File: config.mk
export PLATFORM = sky130hd
export DESIGN_NAME = k_nearest_to_origin_select_unit
export DESIGN_NICKNAME = d
export VERILOG_FILES = /design/src/sv/knos_pkg.sv /design/src/sv/knos_dist.sv /design/src/sv/knos_cell.sv /design/src/sv/k_nearest_to_origin_select_unit.sv
export SDC_FILE = /design/constraint.sdc
export NUM_CORES = 2
export LEC_CHECK = 0
export ABC_AREA = 1
export CORE_ASPECT_RATIO = 2
export CORE_MARGIN = 2
export CORE_UTILIZATION = 45
export CTS_CLUSTER_DIAMETER = 30
export DETAILED_ROUTE_END_ITERATION = 10
export DONT_BUFFER_PORTS = 1
export PLACE_DENSITY = 0.65
export SLEW_MARGIN = 20
export SYNTH_ARGS = -nofsm -noshare
export SYNTH_HDL_FRONTEND = slang
export SYNTH_SLANG_ARGS = --single-unit
export TNS_END_PERCENT = 1
File: constraint.sdc
create_clock -name i_clk -period 10.25 [get_ports i_clk]
set_input_delay 1.025 -clock i_clk [delete_from_list [all_inputs] [get_ports i_clk]]
set_output_delay 1.025 -clock i_clk [all_outputs]
set_load 0.1 [all_outputs]
File: src/sv/knos_pkg.sv
`timescale 1ns / 1ps

package knos_pkg;

    localparam int MAX_KEEP   = 16;
    localparam int COORD_BITS = 16;
    localparam int DIST_BITS  = 2 * COORD_BITS;
    localparam int KEEP_BITS  = 5;
    localparam int LIMIT_BITS = $clog2(MAX_KEEP + 1);

    // flips the sign bit so signed coordinates order as unsigned
    localparam logic [COORD_BITS-1:0] SIGN_FLIP = {1'b1, {(COORD_BITS - 1){1'b0}}};

    typedef struct packed {
        logic [DIST_BITS-1:0]         sq_dist;
        logic signed [COORD_BITS-1:0] x;
        logic signed [COORD_BITS-1:0] y;
    } t_entry;

    typedef struct packed {
        logic   valid;
        logic   stay;
        t_entry entry;
    } t_link;

    typedef enum logic {
        ST_RUN,
        ST_EMIT
    } t_state;

    // eviction order: distance, then signed x, then signed y
    function automatic logic f_greater(t_entry a, t_entry b);
        return {a.sq_dist, a.x ^ SIGN_FLIP, a.y ^ SIGN_FLIP} >
               {b.sq_dist, b.x ^ SIGN_FLIP, b.y ^ SIGN_FLIP};
    endfunction

    function automatic logic [COORD_BITS-1:0] f_abs(logic signed [COORD_BITS-1:0] v);
        return v[COORD_BITS-1] ? COORD_BITS'(-v) : COORD_BITS'(v);
    endfunction

endpackage

File: src/sv/knos_dist.sv
`timescale 1ns / 1ps

module knos_dist (
    input  logic                                i_clk,
    input  logic                                i_rst_n,
    input  logic                                i_valid,
    input  logic signed [knos_pkg::COORD_BITS-1:0] i_x,
    input  logic signed [knos_pkg::COORD_BITS-1:0] i_y,
    input  logic                                i_end,
    output logic                                o_valid,
    output logic                                o_end,
    output logic                                o_end_pending,
    output knos_pkg::t_entry                    o_entry
);
    import knos_pkg::*;

    logic [COORD_BITS-1:0]        w_ax;
    logic [COORD_BITS-1:0]        w_ay;
    logic                         r_s1_valid;
    logic                         r_s1_end;
    logic signed [COORD_BITS-1:0] r_s1_x;
    logic signed [COORD_BITS-1:0] r_s1_y;
    logic [DIST_BITS-1:0]         r_s1_sqx;
    logic [DIST_BITS-1:0]         r_s1_sqy;
    logic                         r_s2_valid;
    logic                         r_s2_end;
    t_entry                       r_s2_entry;

    assign w_ax = f_abs(i_x);
    assign w_ay = f_abs(i_y);

    always_ff @(posedge i_clk) begin
        if (!i_rst_n) begin
            r_s1_valid <= 1'b0;
            r_s2_valid <= 1'b0;
        end else begin
            r_s1_valid <= i_valid;
            r_s2_valid <= r_s1_valid;
        end
    end

    always_ff @(posedge i_clk) begin
        r_s1_end            <= i_end;
        r_s1_x              <= i_x;
        r_s1_y              <= i_y;
        r_s1_sqx            <= DIST_BITS'(w_ax) * DIST_BITS'(w_ax);
        r_s1_sqy            <= DIST_BITS'(w_ay) * DIST_BITS'(w_ay);
        r_s2_end            <= r_s1_end;
        r_s2_entry.sq_dist  <= r_s1_sqx + r_s1_sqy;
        r_s2_entry.x        <= r_s1_x;
        r_s2_entry.y        <= r_s1_y;
    end

    assign o_valid       = r_s2_valid;
    assign o_end         = r_s2_end;
    assign o_entry       = r_s2_entry;
    assign o_end_pending = (r_s1_valid && r_s1_end) || (r_s2_valid && r_s2_end);

endmodule

File: src/sv/knos_cell.sv
`timescale 1ns / 1ps

module knos_cell (
    input  logic             i_clk,
    input  logic             i_rst_n,
    input  logic             i_insert,
    input  logic             i_shift,
    input  logic             i_keep,
    input  knos_pkg::t_entry i_new,
    input  knos_pkg::t_link  i_up,
    output knos_pkg::t_link  o_link
);
    import knos_pkg::*;

    logic   r_valid;
    t_entry r_entry;
    logic   n_valid;
    t_entry n_entry;
    logic   w_stay;

    // this entry is not greater than the incoming point, so it holds its place
    assign w_stay = r_valid && !f_greater(r_entry, i_new);

    always_comb begin
        n_valid = r_valid;
        n_entry = r_entry;
        if (i_shift) begin
            n_valid = i_up.valid;
            n_entry = i_up.entry;
        end else if (i_insert) begin
            if (!w_stay) begin
                if (i_up.stay) begin
                    n_valid = 1'b1;
                    n_entry = i_new;
                end else begin
                    n_valid = i_up.valid;
                    n_entry = i_up.entry;
                end
            end
            // slots past the keep limit drop out, greatest first
            n_valid = n_valid && i_keep;
        end
    end

    always_ff @(posedge i_clk) begin
        if (!i_rst_n) begin
            r_valid <= 1'b0;
        end else begin
            r_valid <= n_valid;
        end
    end

    always_ff @(posedge i_clk) begin
        r_entry <= n_entry;
    end

    assign o_link.valid = r_valid;
    assign o_link.stay  = w_stay;
    assign o_link.entry = r_entry;

endmodule

File: src/sv/k_nearest_to_origin_select_unit.sv
`timescale 1ns / 1ps

// Keeps the keep_count points nearest the origin out of a stream of signed points and,
// after the point flagged set_end, emits them farthest first on o_result_valid with
// o_final_result on the last one. Points are taken one per clock while busy is low.
// Each point passes through the squared-distance pipeline (one multiply stage, one add
// stage) and then lands in a sorted row of MAX_KEEP cells. A point with set_end raises
// busy while it is in that pipeline and through the emission state, in which the row
// shifts one cell per clock toward its output end until no cell but the output cell
// holds a point. Results come out for one cycle each and cannot be held off. keep_count is
// written through the cfg channel, which is ready only while busy is low; values above
// MAX_KEEP act as MAX_KEEP and zero keeps nothing.
module k_nearest_to_origin_select_unit (
    input  logic                                   i_clk,
    input  logic                                   i_rst_n,
    input  logic                                   start,
    output logic                                   busy,
    input  logic signed [knos_pkg::COORD_BITS-1:0] i_point_x,
    input  logic signed [knos_pkg::COORD_BITS-1:0] i_point_y,
    input  logic                                   i_set_end,
    input  logic                                   i_cfg_valid,
    output logic                                   o_cfg_ready,
    input  logic [knos_pkg::KEEP_BITS-1:0]         i_cfg_keep_count,
    output logic                                   o_result_valid,
    output logic signed [knos_pkg::COORD_BITS-1:0] o_out_x,
    output logic signed [knos_pkg::COORD_BITS-1:0] o_out_y,
    output logic [knos_pkg::DIST_BITS-1:0]         o_out_distance,
    output logic                                   o_final_result
);
    import knos_pkg::*;

    t_state                r_state;
    t_state                n_state;
    logic [KEEP_BITS-1:0]  r_keep;
    logic [LIMIT_BITS-1:0] w_limit;
    logic [MAX_KEEP-1:0]   w_keep;
    logic                  w_d_valid;
    logic                  w_d_end;
    logic                  w_end_pending;
    t_entry                w_d_entry;
    t_link                 w_link [MAX_KEEP+1];
    logic                  w_insert;
    logic                  w_shift;
    logic                  w_rest_valid;
    logic                  r_result_valid;
    logic                  r_final;
    t_entry                r_out_entry;

    knos_dist u_dist (
        .i_clk         (i_clk),
        .i_rst_n       (i_rst_n),
        .i_valid       (start && !busy),
        .i_x           (i_point_x),
        .i_y           (i_point_y),
        .i_end         (i_set_end),
        .o_valid       (w_d_valid),
        .o_end         (w_d_end),
        .o_end_pending (w_end_pending),
        .o_entry       (w_d_entry)
    );

    always_comb begin
        if (int'(r_keep) > MAX_KEEP) begin
            w_limit = LIMIT_BITS'(MAX_KEEP);
        end else begin
            w_limit = LIMIT_BITS'(r_keep);
        end
    end

    // past the far end: empty, and everything stays ahead of it
    assign w_link[MAX_KEEP] = '{valid: 1'b0, stay: 1'b1, entry: '0};

    // row is right aligned: the highest cell holds the nearest point
    for (genvar g = 0; g < MAX_KEEP; g++) begin : g_cell
        assign w_keep[g] = (int'(w_limit) + g) >= MAX_KEEP;

        knos_cell u_cell (
            .i_clk    (i_clk),
            .i_rst_n  (i_rst_n),
            .i_insert (w_insert),
            .i_shift  (w_shift),
            .i_keep   (w_keep[g]),
            .i_new    (w_d_entry),
            .i_up     (w_link[g+1]),
            .o_link   (w_link[g])
        );
    end

    always_comb begin
        w_rest_valid = 1'b0;
        for (int i = 1; i <= MAX_KEEP; i++) begin
            w_rest_valid = w_rest_valid || w_link[i].valid;
        end
    end

    always_comb begin
        n_state  = r_state;
        w_insert = 1'b0;
        w_shift  = 1'b0;
        case (r_state)
            ST_RUN: begin
                w_insert = w_d_valid;
                if (w_d_valid && w_d_end) begin
                    n_state = ST_EMIT;
                end
            end
            ST_EMIT: begin
                w_shift = 1'b1;
                if (!w_rest_valid) begin
                    n_state = ST_RUN;
                end
            end
            default: begin
                n_state = ST_RUN;
            end
        endcase
    end

    always_ff @(posedge i_clk) begin
        if (!i_rst_n) begin
            r_state        <= ST_RUN;
            r_keep         <= KEEP_BITS'(1);
            r_result_valid <= 1'b0;
            r_final        <= 1'b0;
        end else begin
            r_state        <= n_state;
            r_result_valid <= w_shift && w_link[0].valid;
            r_final        <= w_shift && w_link[0].valid && !w_link[1].valid;
            if (i_cfg_valid && o_cfg_ready) begin
                r_keep <= i_cfg_keep_count;
            end
        end
    end

    always_ff @(posedge i_clk) begin
        r_out_entry <= w_link[0].entry;
    end

    assign busy           = (r_state == ST_EMIT) || w_end_pending;
    assign o_cfg_ready    = !busy;
    assign o_result_valid = r_result_valid;
    assign o_final_result = r_final;
    assign o_out_x        = r_out_entry.x;
    assign o_out_y        = r_out_entry.y;
    assign o_out_distance = r_out_entry.sq_dist;

endmodule

==> results.py <==
metrics = {
    "sta": {
        "fin_tns_setup_ns": 0,
        "final_hold_viol_count": 0,
        "fin_crit_sh_pct": 73.59,
        "setup_ws_ns": 2.707,
        "tightest_slew_ns": 1.182,
        "setup_viol": 0,
        "hold_slack_ns": 0.2244,
        "maxSlewHeadroom_pct": 21.21,
        "clock_skew_ns": 0.07185,
        "rsz0062_at_grt": "no",
        "fin_crit_ns": 7.543,
        "slew_viol_final": 0,
        "fmax_ghz": 0.1326,
    },
    "clock_network": {
        "cts_resized": 0,
        "clock_sinks": 1272,
        "cts_tree": "done",
        "clockRootBuffer": "clkbuf_16",
        "cts_hold_buf": 0,
        "clk_pin_slew_ns": 0.06,
        "cts_made_buffers": 197,
        "cts_buffer_depth": 4,
        "cts_setup_buffers": 0,
        "htreeDepth": 4,
        "clock_latency_ns": 0.84,
    },
    "die": {
        "start_util_pct": 45.31,
        "rows": 228,
        "die-area_mm2": 0.1979,
        "boundaryPins": 110,
        "fp.coreArea_mm2": 0.1928,
        "die_h_um": 627.2,
        "die_w_um": 315.6,
    },
    "pwr": {
        "switchingPower_mw": 12.29,
        "swShare_pct": 44.39,
        "power_frac_clock_pct": 24.9,
        "finalPower_mw": 27.68,
        "vdd_drop_max_mv": 0.4105,
        "pwr-share-seq_pct": 24.3,
        "power_density_mw_per_mm2": 285.4,
        "comb_power_share_pct": 50.8,
        "p_int_mw": 15.39,
        "power.leakage_nw": 45.23,
    },
    "hold_path": {
        "min_from": "i_set_end",
        "hold_end": "u_dist.r_s1_end",
        "min_delay_path_depth": 0,
        "hold_path_class": "in2reg",
    },
    "grt": {
        "grtUsageMet2_pct": 49.57,
        "antenna_found_initial": 16,
        "grt.total_usage_pct": 25.97,
        "grt_pass1_wl_um": 390200,
        "met3_usage_pct": 2.977,
        "grt_overflow": 0,
        "grt_util_met1_pct": 22.26,
        "busiest_layer": "met2",
        "grt_max_degree": 130,
        "grt_pass1_vias": 70900,
    },
    "critical_path": {
        "worstPathMaxFanout": 18,
        "r2r_slack_ns": 4.67,
        "cp_top_family": "adder cells",
        "max_stage_delay_ns": 0.66,
        "arrival_ns": 8.30,
        "crit_required_ns": 11.00,
        "r2r_start": "u_dist.o_entry[47]",
        "endpoint_kind": "register",
        "cp_num_buf_inv": 8,
        "worst-setup-path-type": "in2reg",
        "startpoint_type": "input port",
        "crit_slowest_cell": "fa_1",
        "reg2reg_depth": 15,
        "rr_endpoint": "g_cell[13].u_cell.o_link[35]",
    },
    "drt": {
        "ant_nets": 0,
        "wl_per_cell_um": 20.80,
        "first_pass_iters": 6,
        "vias": 67780,
        "via_per_inst": 5.492,
        "drtIter0Drc": 3633,
        "routed_wl_um": 256700,
        "drcViolationCount": 0,
    },
    "layout": {
        "final_cell_mix": "nand2_1 (2485), ha_1 (1250), o21ai_0 (1115), inv_1 (983), edfxtp_1 (960)",
        "syn_to_final_growth_pct": 10.99,
        "mostFrequentLayoutCell": "nand2_1",
        "drive_gt1_share_pct": 5.427,
        "fin_nets": 11270,
    },
    "synthesis": {
        "synth_top_cell_by_area": "edfxtp_1",
        "ys_types": 60,
        "netlist.area_leader.share_pct": 32.99,
        "yosysWarnings": 0,
        "syn_inst": 9649,
        "synth_seq_cells": 1272,
        "netlist_area_mm2": 0.08738,
        "synthTopCellsByArea": "edfxtp_1 (33%), ha_1 (18%), nand2_1 (11%)",
        "yosysSeqAreaShare_pct": 40.14,
        "synth_area_per_cell_um2": 9.055,
    },
    "run": {
        "drv_cap": 0,
    },
    "placement": {
        "globalplace.congestion": 0.9526,
        "dp_slack_ns": 1.945,
        "portBuffers": 0,
        "post-dp-hpwl_um": 199300,
    },
    "status": {
        "outcome": "complete, no violations",
    },
}
-- kinds of logic after synthesis --
kind of cell | share of synthesized area [%]
xor+xnor | 1.050
simple gates | 16.08
other cells | 0.008595
fa+ha+maj | 25.46
flops | 40.14
compound gates | 11.19
buf+inv | 6.077
-- cells in the mapped netlist, drive strengths merged --
cell and count:
nor2 514, xor2 82, ha 1250, or2 6, clkbuf 149, o31ai 3
a21o 27, o211ai 7, a21boi 3, o21a 64, nor2b 1, nand2 2506
a211oi 2, xnor2 21, clkinv 9, and3 9, a31o 1, a21oi 607
nor3b 8, a221oi 2, buf 186, dfxtp 312, edfxtp 960, nand4 92
a31oi 12, and2b 3, nand3b 12, nor4 45, o2111ai 2, a22oi 4
o21bai 8, nand3 213, o221ai 2, o21ai 1140, fa 330, conb 2
nor3 62, inv 993
-- stage by stage --
stage                     cell area, um^2  utilization, %  cells
after floorplan                     87450               -   9669
after global placement              90190           46.77  11980
after detailed placement            90190           46.77  11980
after CTS                           96950           50.28  12330
after global routing                96980           50.29  12340
final                               96980           50.29  12340
-- layout make-up --
cell class	count	area, um^2
tap	2530	3166
multi-input combinational	7060	47350
inverter	1002	3764
clock buffer	225	5265
timing repair buffer	111	837.1
antenna	10	25.02
sequential	1272	35080
clock inverter	132	1496
fill	17680	95860
-- power groups by stage --
stage | registers, mW | clock network [mW] | logic, mW
global placement | 6.80 | 0 | 13.8
detailed placement | 6.82 | 0 | 14.0
CTS | 6.71 | 6.98 | 14.2
global route | 6.75 | 7.18 | 15.9
floorplan | 6.64 | 0 | 9.68
finish | 6.71 | 6.89 | 14.1
-- per-layer routing --
metal,vias to the layer above,routed length (um)
met3,919,9487
li1,32650,-
met1,32480,78510
met4,2,31680
met2,1732,137000
met5,-,10
-- registers in the layout (all words and copies together) (netlist names), 30 cells and up --
signal / cells
u_dist.o_entry: 64
g_cell.u_cell.o_link: 1024
o_out_distance: 32
u_dist.r_s1_sqx: 30
u_dist.r_s1_sqy: 30
-- worst reg2reg max path, delay by kind of cell, from the launching register on --
family	cells	cell delay, ns
flip-flops	1	0.34
buffers and inverters	5	1.60
AND/OR/NAND/NOR	9	2.79
adder cells (fa/ha/maj)	1	0.38
-- worst max path at each step --
stage                       from                   to  slack (ns)  cells past startpoint
floorplan           i_point_x[0]  u_dist.r_s1_sqx[29]        2.74                     31
global placement    i_point_x[0]  u_dist.r_s1_sqx[23]        2.08                     27
detailed placement  i_point_x[0]  u_dist.r_s1_sqx[29]        1.94                     28
CTS                 i_point_x[0]  u_dist.r_s1_sqx[29]        2.80                     28
global route        i_point_x[0]  u_dist.r_s1_sqx[29]        2.28                     29
finish              i_point_x[0]  u_dist.r_s1_sqx[29]        2.71                     28
No activity file was read; power rests on OpenSTA's default activity.
